--- src/sv/assert_macros.svh ---
// Assertion macros shared by the mapper modules.
`ifndef ASSERT_MACROS_SVH
`define ASSERT_MACROS_SVH

// Concurrent check on clk_i, disabled while rst_ni is low.
`define LZBM_ASSERT(lbl, prop, msg) \
  lbl: assert property (@(posedge clk_i) disable iff (!rst_ni) (prop)) else $error(msg);

// Condition that must never be seen on clk_i out of reset.
`define LZBM_NEVER(lbl, cond, msg) \
  lbl: assert property (@(posedge clk_i) disable iff (!rst_ni) !(cond)) else $error(msg);

`endif

--- src/sv/lzbm_pkg.sv ---
// Shared types, constants and codes of the lazy zero block mapper.
package lzbm_pkg;

  localparam int BlkW     = 48;
  localparam int RunW     = 17;
  localparam int TagW     = 8;
  localparam int BmW      = 32;
  localparam int CmdW     = 3;
  localparam int CfgIdxW  = 2;
  localparam int CfgDataW = 48;
  localparam int DivSteps = BlkW;
  localparam int DivCntW  = $clog2(DivSteps + 1);

  localparam int MAX_CHUNKS_DEF = 4096;

  localparam logic [RunW-1:0] CHUNK_SIZE_RST = 17'd1024;
  localparam logic [BmW-1:0]  BITMAP_RST     = 32'd1;
  localparam logic [BlkW-1:0] BASE_RST       = 48'd3;

  localparam logic [CfgIdxW-1:0] REG_CHUNK_SIZE = 2'd0;
  localparam logic [CfgIdxW-1:0] REG_BITMAP     = 2'd1;
  localparam logic [CfgIdxW-1:0] REG_BASE_COUNT = 2'd2;

  localparam logic [CmdW-1:0] CMD_READ  = 3'd0;
  localparam logic [CmdW-1:0] CMD_FILL  = 3'd1;
  localparam logic [CmdW-1:0] CMD_ZERO  = 3'd2;
  localparam logic [CmdW-1:0] CMD_WRITE = 3'd3;
  localparam logic [CmdW-1:0] CMD_ERROR = 3'd4;

  typedef struct packed {
    logic            mode;
    logic [BlkW-1:0] block_index;
    logic [TagW-1:0] buffer_tag;
  } lzbm_in_t;

  typedef struct packed {
    logic [CmdW-1:0] command;
    logic [BlkW-1:0] phys_block;
    logic [RunW-1:0] run_length;
    logic [TagW-1:0] out_buffer_tag;
    logic            last;
  } lzbm_out_t;

  typedef enum logic [2:0] {
    RES_ERROR,
    RES_FILL,
    RES_READ,
    RES_WRITE,
    RES_ZERO
  } lzbm_res_e;

  typedef enum logic [3:0] {
    ST_CLEAR,
    ST_IDLE,
    ST_PREP,
    ST_RANGE,
    ST_DIV,
    ST_CHECK,
    ST_WAIT,
    ST_DECIDE,
    ST_EMIT_ZERO,
    ST_EMIT_LAST
  } lzbm_state_e;

  typedef struct packed {
    logic      clr_step;
    logic      load;
    logic      prep;
    logic      div_step;
    logic      check;
    logic      capture;
    logic      emit;
    logic      set_bit;
    lzbm_res_e kind;
  } lzbm_cmd_t;

  typedef struct packed {
    logic clr_done;
    logic range_err;
    logic div_done;
    logic chunk_err;
    logic mode;
    logic ready;
    logic out_free;
  } lzbm_sts_t;

endpackage

--- src/sv/lzbm_ctrl.sv ---
// Controller state machine of the mapper: sequences clear, divide, lookup and emit.
`include "assert_macros.svh"

module lzbm_ctrl (
  input  logic               clk_i,
  input  logic               rst_ni,
  input  logic               in_valid_i,
  output logic               in_stall_o,
  input  lzbm_pkg::lzbm_sts_t sts_i,
  output lzbm_pkg::lzbm_cmd_t cmd_o
);

  lzbm_pkg::lzbm_state_e state_q, state_d;
  lzbm_pkg::lzbm_res_e   kind_q, kind_d;

  always_ff @(posedge clk_i or negedge rst_ni) begin
    if (!rst_ni) begin
      state_q <= lzbm_pkg::ST_CLEAR;
      kind_q  <= lzbm_pkg::RES_ERROR;
    end else begin
      state_q <= state_d;
      kind_q  <= kind_d;
    end
  end

  always_comb begin
    state_d = state_q;
    kind_d  = kind_q;
    case (state_q)
      lzbm_pkg::ST_CLEAR: begin
        if (sts_i.clr_done) state_d = lzbm_pkg::ST_IDLE;
      end
      lzbm_pkg::ST_IDLE: begin
        if (in_valid_i) state_d = lzbm_pkg::ST_PREP;
      end
      lzbm_pkg::ST_PREP: begin
        state_d = lzbm_pkg::ST_RANGE;
      end
      lzbm_pkg::ST_RANGE: begin
        if (sts_i.range_err) begin
          state_d = lzbm_pkg::ST_EMIT_LAST;
          kind_d  = lzbm_pkg::RES_ERROR;
        end else begin
          state_d = lzbm_pkg::ST_DIV;
        end
      end
      lzbm_pkg::ST_DIV: begin
        if (sts_i.div_done) state_d = lzbm_pkg::ST_CHECK;
      end
      lzbm_pkg::ST_CHECK: begin
        if (sts_i.chunk_err) begin
          state_d = lzbm_pkg::ST_EMIT_LAST;
          kind_d  = lzbm_pkg::RES_ERROR;
        end else begin
          state_d = lzbm_pkg::ST_WAIT;
        end
      end
      lzbm_pkg::ST_WAIT: begin
        state_d = lzbm_pkg::ST_DECIDE;
      end
      lzbm_pkg::ST_DECIDE: begin
        if (!sts_i.mode) begin
          state_d = lzbm_pkg::ST_EMIT_LAST;
          kind_d  = sts_i.ready ? lzbm_pkg::RES_READ : lzbm_pkg::RES_FILL;
        end else if (sts_i.ready) begin
          state_d = lzbm_pkg::ST_EMIT_LAST;
          kind_d  = lzbm_pkg::RES_WRITE;
        end else begin
          state_d = lzbm_pkg::ST_EMIT_ZERO;
          kind_d  = lzbm_pkg::RES_ZERO;
        end
      end
      lzbm_pkg::ST_EMIT_ZERO: begin
        if (sts_i.out_free) begin
          state_d = lzbm_pkg::ST_EMIT_LAST;
          kind_d  = lzbm_pkg::RES_WRITE;
        end
      end
      lzbm_pkg::ST_EMIT_LAST: begin
        if (sts_i.out_free) state_d = lzbm_pkg::ST_IDLE;
      end
      default: begin
        state_d = lzbm_pkg::ST_CLEAR;
      end
    endcase
  end

  always_comb begin
    cmd_o          = '0;
    cmd_o.kind     = kind_q;
    in_stall_o     = 1'b1;
    case (state_q)
      lzbm_pkg::ST_CLEAR:  cmd_o.clr_step = 1'b1;
      lzbm_pkg::ST_IDLE: begin
        in_stall_o = 1'b0;
        cmd_o.load = in_valid_i;
      end
      lzbm_pkg::ST_PREP:   cmd_o.prep     = 1'b1;
      lzbm_pkg::ST_DIV:    cmd_o.div_step = 1'b1;
      lzbm_pkg::ST_CHECK:  cmd_o.check    = 1'b1;
      lzbm_pkg::ST_WAIT:   cmd_o.capture  = 1'b1;
      lzbm_pkg::ST_EMIT_ZERO: begin
        cmd_o.emit    = 1'b1;
        cmd_o.set_bit = sts_i.out_free;
      end
      lzbm_pkg::ST_EMIT_LAST: cmd_o.emit  = 1'b1;
      default: begin
        cmd_o.emit = 1'b0;
      end
    endcase
  end

  // The base write always follows the zero-range result of the same request.
  `LZBM_ASSERT(a_zero_then_write, ($past(state_q) == lzbm_pkg::ST_EMIT_ZERO && state_q != lzbm_pkg::ST_EMIT_ZERO) |-> (state_q == lzbm_pkg::ST_EMIT_LAST && kind_q == lzbm_pkg::RES_WRITE), "zero range not followed by base write")

endmodule

--- config.mk ---
export PLATFORM = sky130hd
export DESIGN_NAME = lzbm_ctrl
export DESIGN_NICKNAME = d
export VERILOG_FILES = /design/src/sv/lzbm_pkg.sv /design/src/sv/lzbm_ctrl.sv
export VERILOG_INCLUDE_DIRS = /design/src /design/src/sv
export SDC_FILE = /design/constraint.sdc
export NUM_CORES = 1
export LEC_CHECK = 0
export BUFFER_PORTS_ARGS = -buffer_cell sky130_fd_sc_hd__clkbuf_2
export CORE_MARGIN = 1
export CORE_UTILIZATION = 40
export DETAILED_ROUTE_END_ITERATION = 10
export PLACE_DENSITY = 0.67
export SLEW_MARGIN = 20
export SYNTH_ARGS = -nofsm -noshare
export SYNTH_HDL_FRONTEND = slang
export SYNTH_SLANG_ARGS = --single-unit
--- constraint.sdc ---
create_clock -name clk_i -period 2.3 [get_ports clk_i]
set_input_delay 0 -clock clk_i [delete_from_list [all_inputs] [get_ports clk_i]]
set_output_delay 0 -clock clk_i [all_outputs]
set_load 0.1 [all_outputs]
==> results of run 1 <==
==> layer usage <==
| metal | share of wire (%) | GRT usage [%] |
|---|---|---|
| met2 | 47 | 27.5 |
| met5 | 0 | 0 |
| met1 | 50 | 23.6 |
| met4 | 0 | 7.76 |
| met3 | 2.9 | 3.47 |
==> sequential cells by signal, summed over array words and instances, names as in the netlist <==
signal	cells
state_q	4
kind_q	3
==> worst max-delay path, stage by stage (launching register included) <==
cell,delay (ns)
dfrtp_1,0.55
nor4b_4,0.39
and2_1,0.16
clkbuf_2,0.44
==> cell usage in the layout, fill, tap and decap left out, drive strengths merged <==
master / synthesis / layout
a211oi: 2 / 2
nor3: 2 / 2
nor4: 1 / 1
nor4b: 1 / 1
nand3: 1 / 1
o21ai: 5 / 5
a22o: 1 / 1
o2111ai: 1 / 1
mux2: 1 / 1
inv: 4 / 4
o211ai: 1 / 1
nor3b: 1 / 1
nor2: 9 / 9
and2: 1 / 1
clkbuf: 0 / 25
o21a: 1 / 1
nor2b: 3 / 3
ha: 1 / 1
and3: 1 / 1
a21oi: 6 / 6
dfrtp: 7 / 7
o2bb2ai: 1 / 1
dlygate4sd3: 0 / 1
nand2: 6 / 6
nand2b: 4 / 4
a21o: 1 / 1
==> through the flow <==
step                      instance area [um2]  setup WS (ns)  hold slack (ns)
after floorplan                           569          0.115           -0.296
after global routing                      696          0.405          0.00983
final                                     696          0.500           0.0179
after detailed placement                  659          0.569           -0.152
after CTS                                 696          0.495           0.0107
after global placement                    659          0.602           -0.156
==> area by class of cell <==
cell class	count	area share, %
Timing Repair Buffer	22	16.5
Inverter	4	2.16
Sequential cell	7	25.2
Tap cell	14	2.52
Multi-Input combinational cell	51	49.8
Clock buffer	4	3.78
==> worst max-delay path by stage <==
stage               slack [ns]  cells after the start        from    endpoint
global route              0.40                      3  state_q[2]    cmd_o[3]
CTS                       0.50                      3  state_q[2]    cmd_o[3]
finish                    0.50                      3  state_q[2]    cmd_o[3]
global placement          0.60                      4  state_q[1]   kind_q[2]
floorplan                 0.12                      4  state_q[2]  state_q[3]
detailed placement        0.57                      4  state_q[1]   kind_q[2]
==> kinds of logic after synthesis <==
kind of cell / Yosys count
flops: 7
buf+inv: 8
mux: 1
fa+ha+maj: 1
simple gates: 30
compound gates: 19
==> timing repair <==
action | in CTS | in global routing
endpoints found under the setup margin | 0 | 0
hold endpoints to repair | 7 | 0
hold buffers | 1 | 0
==> run metrics, run 1 <==
Hold Startpoint=sts_i[0]; CTS Buf Count=3; clock transition at the registers of the reported paths=0.05 ns; Root Driver=clkbuf_4; final WL=1210 um; EDFF count, synth=0; unrepaired setup endpoints after global routing=no; aggregate global routing overflow=0; Req. time, crit path=2.30 ns; Post-Synth XOR/XNOR Area=0%; top-count cell post-synth=nor2_1; Synth Area in Compound Gates=24.4%; r2r setup slk=0.59 ns; Final min period=1.80 ns; crit path max fanout=13; setup TNS=0 ns; Yosys reg bits=7; die width=38.9 um; vias after detailed routing=549; Post-Synth Adder-Cell Area=2.30%; DRT Pass-1 Iters=3; MaxCap Viol Count=0; Die Y=38.9 um; Critical Path AT=1.80 ns; initial DRC count=13; worst slew margin relative to its limit=64.1%; CP endpoint kind=primary output; Setup-failing EPs final=0; Post-Syn Nets=77; starting density of the core=45.9%; vias in the first global route=439; PortBufs=21; FMAX=556 MHz; number of placed I/O pins=22; Tcrit/Tclk final=78.3%; area leader, netlist=dfrtp_1; largest family of logic cells by synthesized area=simple AND/OR/NAND/NOR gates; clk_lat worst skew=0.25 ns; Slew Viols, Final=0; Hold EP=state_q[3]; Synth area leaders=dfrtp_1 (32%), nor2_1 (6.2%), a21oi_1 (4.6%); number of inserted diodes=0; Final GP Congestion=0.751; first-pass GRT wire length=1800 um; final core utilization=58.6%; path type of the worst setup path=reg2out; Worst setup SP type=register; NumNets Final=100; Bufs on Longest Clock Path=2; Synth Flop Type=dfrtp_1; Netlist cell types=29; Setup Skew=0.000657 ns; # fillers=116; Detail Route Antenna Nets=0; layout cell share with drive strength beyond 1=35.2%; RR Startpoint=state_q[1]; hold path depth=2; post_cts resized=0; Total GRT Usage=17.7%; reg2reg path depth=4; sequential element share of the synthesized area=32.2%; cell row count=12; Synth async-reset ratio=100%; Avg Inst Size Synth=8.25 um2; Cells after Synth=66; Final Non-Filler Cells=102; initial antenna violation count=0; reg2reg end=kind_q[2]; Synth Area in Simple Gates=30.3%; largest net degree at the start of global routing=14; status=finished, final reports clean; Cells after DPL=97; setup bufs post-CTS=0; Core ar.=1190 um2; area delta synth->final=27.8%; area of the multi-input gates=347 um2; Avg Vias per Cell=5.38; post-synthesis mux area share=2.07%; Yosys warnings=0; # clock sinks=7; CTS tree=done; drt drc=0; top cells by count, synth=nor2_1 (9), dfrtp_1 (7), nand2_1 (6); Least-Margin Pin Slew=0.540 ns; register area=175 um2; post-DR wirelength/cell=11.9 um; area share of the largest cell type after synthesis=32.2%; full die area=1510 um2; Mapped Area=544 um2; Fin. Hold Viols=0; Min-Delay Path Class=in2reg; post-DP HPWL=926 um; # H-tree levels=1
Power of run 1 is left out: the tool's default activity adds up to more than one toggle a clock period on the data nets, which glitch-free logic cannot reach.
==> run 2, diff against run 1 <==
Settings changed: PLACE_DENSITY 0.67 to 0.7.
Clock period 2.3 ns to 1.6 ns, I/O delays scaled along.
==> run 2 against run 1 <==
  * Core utilization increased by 20 points
  * Cell area increased by 35%
  * Global-route usage increased by 5.3 points
  * Wire length increased by 18%
  * Register-to-register slack got worse by 0.47 ns
  * Cell count increased by 7.8%
  * Sequential cell count unchanged
  * Clock-buffer cell count unchanged
  * First-iteration DRC count increased by 38%
  * Clock skew increased by 0.0019 ns
  * Critical path depth increased by 1
==> run metrics, run 2 (synthesized netlist as in run 1, its figures left out) <==
Avg Vias per Cell=5.30 (was 5.38); Fin. Hold Viols=0 (unchanged); MaxCap Viol Count=0 (unchanged); DRT Pass-1 Iters=4 (was 3); initial antenna violation count=0 (unchanged); CTS Buf Count=3 (unchanged); Die Y=38.9 um (unchanged); Tcrit/Tclk final=96.4%; post-DP HPWL=1110 um (was 926 um); crit path max fanout=11 (was 13); worst slew margin relative to its limit=64.3% (was 64.1%); clock transition at the registers of the reported paths=0.06 ns (was 0.05 ns); CTS tree=done (unchanged); reg2reg path depth=5 (was 4); die width=38.9 um (unchanged); Min-Delay Path Class=in2reg (unchanged); setup TNS=0 ns (unchanged); post-DR wirelength/cell=13.0 um (was 11.9 um); starting density of the core=45.9% (unchanged); path type of the worst setup path=reg2out (unchanged); FMAX=649 MHz; status=finished, final reports clean (unchanged); largest net degree at the start of global routing=12 (was 14); vias after detailed routing=583 (was 549); drt drc=0 (unchanged); cell row count=12 (unchanged); clk_lat worst skew=0.26 ns (was 0.25 ns); aggregate global routing overflow=0 (unchanged); Final min period=1.54 ns; number of inserted diodes=0 (unchanged); most flop-heavy register=state_q (unchanged); Critical Path AT=1.54 ns (was 1.80 ns); # clock sinks=7 (unchanged); Cells after DPL=102 (was 97); unrepaired setup endpoints after global routing=no (unchanged); Setup Skew=0.00257 ns (was 0.000657 ns); final WL=1430 um (was 1210 um); max reg flops=4 (unchanged); NumNets Final=108 (was 100); Core ar.=1190 um2 (unchanged); most frequent cells in the layout=clkbuf_2 (12), buf_12 (10), nor2_1 (8) (was clkbuf_2 (21), nor2_1 (9), dfrtp_1 (7)); layout cell share with drive strength beyond 1=47.9% (was 35.2%); vias in the first global route=525 (was 439); commonest non-fill, non-tap cell in the layout=clkbuf_2 (unchanged); Final Non-Filler Cells=110 (was 102); Root Driver=clkbuf_4 (unchanged); r2r setup slk=0.12 ns (was 0.59 ns); Final GP Congestion=0.829 (was 0.751); area delta synth->final=72.4% (was 27.8%); final core utilization=79.1% (was 58.6%); Total GRT Usage=23.0% (was 17.7%); CP endpoint kind=primary output (unchanged); initial DRC count=18 (was 13); largest registers=state_q (4), kind_q (3) (unchanged); Setup-failing EPs final=0 (unchanged); # H-tree levels=1 (unchanged); Req. time, crit path=1.60 ns (was 2.30 ns); Slew Viols, Final=0 (unchanged); hold_ws=0.0381 ns (was 0.0179 ns); full die area=1510 um2 (unchanged); PortBufs=21 (unchanged); hold path depth=3 (was 2); number of placed I/O pins=22 (unchanged); Detail Route Antenna Nets=0 (unchanged); Bufs on Longest Clock Path=2 (unchanged); first-pass GRT wire length=2300 um (was 1800 um); Worst setup SP type=register (unchanged); Least-Margin Pin Slew=0.538 ns (was 0.540 ns)
[run 2: cell type report]
type | instances | area, um2
clock buffer | 4 | 26.3
fill | 77 | 248
inverter | 4 | 15.0
multi-input combinational | 51 | 375
sequential | 7 | 179
tap | 14 | 17.5
timing repair buffer | 30 | 325
[run 2: final timing paths]
check,from,end
max,state_q[1],cmd_o[3]
min,sts_i[1],kind_q[1]
max reg2reg,state_q[2],kind_q[2]
min reg2reg,kind_q[1],kind_q[1]
max in group asynchronous,rst_ni,state_q[0]
min in group asynchronous,rst_ni,state_q[2]
[run 2: repair_timing]
| item | CTS | global route |
|---|---|---|
| endpoints found under the setup margin | 2 | 5 |
| setup buffers | 0 | 2 |
| gates resized for setup | 3 | 3 |
| hold buffers | 2 | 0 |
| hold endpoints to repair | 8 | 0 |
| pin swaps | 1 | 1 |
[run 2: stage by stage]
stage          setup slack, ns  area [um2]
3_5_place_dp            0.0750         862
2_1_floorplan           -0.483         587
3_3_place_gp             0.119         862
4_1_cts                0.00797         918
5_1_grt                0.00241         938
6_report                0.0584         938
[run 2: per-layer routing]
metal	vias up	global-route usage, %	routed length [um]
li1	290	-	-
met1	275	28.3	615
met2	18	39.2	734
met3	0	10.4	75
met4	0	0	0
met5	-	0	0
[run 2: worst max-delay path: stages, from the launching register on]
cell	delay (ns)
dfrtp_2	0.45
buf_12	0.16
nor4b_4	0.28
and2_2	0.22
buf_12	0.17
Power of run 2 is left out for the same reason.
==> run 3, diff against run 2 <==
Settings changed: BUFFER_PORTS_ARGS -buffer_cell sky130_fd_sc_hd__clkbuf_2 to not set, DONT_BUFFER_PORTS set to 1, PLACE_DENSITY 0.7 to 0.55.
==> run 3 against run 2 <==
  * Critical path depth stayed put
  * Die area unchanged
  * Register-to-register slack lost 0.05 ns
==> run metrics, run 3 (synthesized netlist as in run 1, its figures left out) <==
status=finished, final reports clean (unchanged); Worst setup endpoint=cmd_o[3] (unchanged); die width=38.9 um (unchanged); starting density of the core=45.9% (unchanged); Die Y=38.9 um (unchanged); largest net degree at the start of global routing=12 (unchanged); initial antenna violation count=0 (unchanged); first-pass GRT wire length=2220 um (was 2300 um); Detail Route Antenna Nets=0 (unchanged); drt drc=0 (unchanged); PortBufs=0 (was 21); cell row count=12 (unchanged); Fin. Hold Viols=0 (unchanged); # clock sinks=7 (unchanged); Least-Margin Pin Slew=0.300 ns (was 0.538 ns); setup TNS=0 ns (unchanged); Slowest-stage cell, CP=dfrtp_1 (was dfrtp_2); Setup-failing EPs final=0 (unchanged); largest registers=state_q (4), kind_q (3) (unchanged); aggregate global routing overflow=0 (unchanged); register area=179 um2 (unchanged); number of inserted diodes=0 (unchanged); reg2reg path depth=5 (unchanged); NumNets Final=104 (was 108); max reg flops=4 (unchanged); Bufs on Longest Clock Path=2 (unchanged); CTS Buf Count=3 (unchanged); FMAX=652 MHz (was 649 MHz); Tcrit/Tclk final=95.9% (was 96.4%); DRT Pass-1 Iters=3 (was 4); post-DP HPWL=1100 um (was 1110 um); Min-Delay Path Class=in2reg (unchanged); Total GRT Usage=22.6% (was 23.0%); CP startpoint=state_q[1] (unchanged); Core ar.=1190 um2 (unchanged); Slew Viols, Final=0 (unchanged); Worst setup SP type=register (unchanged); commonest non-fill, non-tap cell in the layout=buf_4 (was clkbuf_2); Post-DP Area=826 um2 (was 862 um2); layout cell share with drive strength beyond 1=41.3% (was 47.9%); clk_lat worst skew=0.25 ns (was 0.26 ns); CP top delay family=simple AND/OR/NAND/NOR gates (unchanged); worst slew margin relative to its limit=79.9% (was 64.3%); clock transition at the registers of the reported paths=0.05 ns (was 0.06 ns); Root Driver=clkbuf_4 (unchanged); crit path max fanout=11 (unchanged); full die area=1510 um2 (unchanged); # H-tree levels=1 (unchanged); Avg Vias per Cell=5.25 (was 5.30); RR Startpoint=state_q[3] (was state_q[2]); final instance area=943 um2 (was 938 um2); CTS tree=done (unchanged); vias after detailed routing=556 (was 583); most frequent cells in the layout=buf_4 (11), buf_12 (9), nor2_1 (8) (was clkbuf_2 (12), buf_12 (10), nor2_1 (8)); CP cell instances=buf_12 > nor4b_4 > and2_2 > buf_12 (unchanged); MaxCap Viol Count=0 (unchanged); final WL=1450 um (was 1430 um); pre-CTS setup slack=0.106 ns (was 0.0750 ns); r2r setup slk=0.07 ns (was 0.12 ns); reg2reg end=kind_q[2] (unchanged); path type of the worst setup path=reg2out (unchanged); area delta synth->final=73.3% (was 72.4%); Req. time, crit path=1.60 ns (about the same); cell count along the critical path=4 (unchanged); Setup WS post-layout=0.0658 ns (was 0.0584 ns); most frequent CP cell=buf_12 (unchanged); vias in the first global route=534 (was 525); initial DRC count=5 (was 18); Final min period=1.53 ns (was 1.54 ns); crit-path max cell delay=0.44 ns (was 0.45 ns); Final GP Congestion=0.717 (was 0.829); Critical Path AT=1.53 ns (was 1.54 ns); most flop-heavy register=state_q (unchanged); CP bufs+invs=2 (unchanged); area of the multi-input gates=380 um2 (was 375 um2); number of placed I/O pins=22 (unchanged); # fillers=86 (was 77); Setup Skew=0.00354 ns (was 0.00257 ns); post-DR wirelength/cell=13.7 um (was 13.0 um); CP endpoint kind=primary output (unchanged)
==> run 3: cell types whose count changed in the layout (fill, tap and decap cells not counted) <==
cell / previous run / this run
nand2b_2: 1 / 0
buf_12: 10 / 9
dlygate4sd3_1: 2 / 5
nand2b_4: 0 / 1
clkbuf_2: 12 / 0
dlymetal6s2s_1: 0 / 1
buf_4: 6 / 11
==> run 3: layout make-up <==
cell class                      instances  share of cell area [%]
Multi-Input combinational cell         51                    40.3
Tap cell                               14                    1.86
Inverter                                4                    1.59
Clock buffer                            4                    2.79
Timing Repair Buffer                   26                    34.5
Sequential cell                         7                    19.0
==> run 3: through the flow <==
step	hold WS (ns)	util [%]	cells
global route	0.0469	79.5	106
finish	0.0511	79.5	106
global placement	-0.295	69.6	94
CTS	0.0503	76.2	103
detailed placement	-0.295	69.6	94
floorplan	-0.296	-	66
==> run 3: worst register-to-register path: stages, from the launching register on <==
cell and delay (ns):
dfrtp_2 0.43, dlymetal6s2s_1 0.19, buf_4 0.14, o21ai_1 0.19, o2111ai_2 0.20, a22o_1 0.26
==> run 3: worst min-delay path by stage <==
| stage | start | slack, ns | to | depth (start not counted) |
|---|---|---|---|---|
| global placement | rst_ni | -0.30 | state_q[0] | 0 |
| floorplan | rst_ni | -0.30 | kind_q[0] | 0 |
| finish | sts_i[2] | 0.05 | kind_q[2] | 2 |
| detailed placement | rst_ni | -0.30 | state_q[0] | 0 |
| global route | sts_i[2] | 0.05 | kind_q[2] | 2 |
| CTS | sts_i[2] | 0.05 | kind_q[2] | 2 |
==> run 3: per-layer routing <==
metal / track usage, % / part of all wire, % / routed length (um)
met5: 0 / 0 / 0
met4: 0 / 0 / 0
met3: 10.4 / 5.0 / 73
met2: 42.1 / 53 / 776
met1: 24.5 / 41 / 602
==> run 3: repair_timing <==
| item | 4_1_cts | 5_1_grt |
|---|---|---|
| endpoints found under the setup margin | 2 | 4 |
| setup buffers | 0 | 3 |
| gates cloned | 0 | 0 |
| resized for setup | 1 | 5 |
| hold buffers | 5 | 0 |
| pin swaps | 0 | 1 |
| endpoints found under the hold margin | 11 | 0 |
Power of run 3 is left out for the same reason.
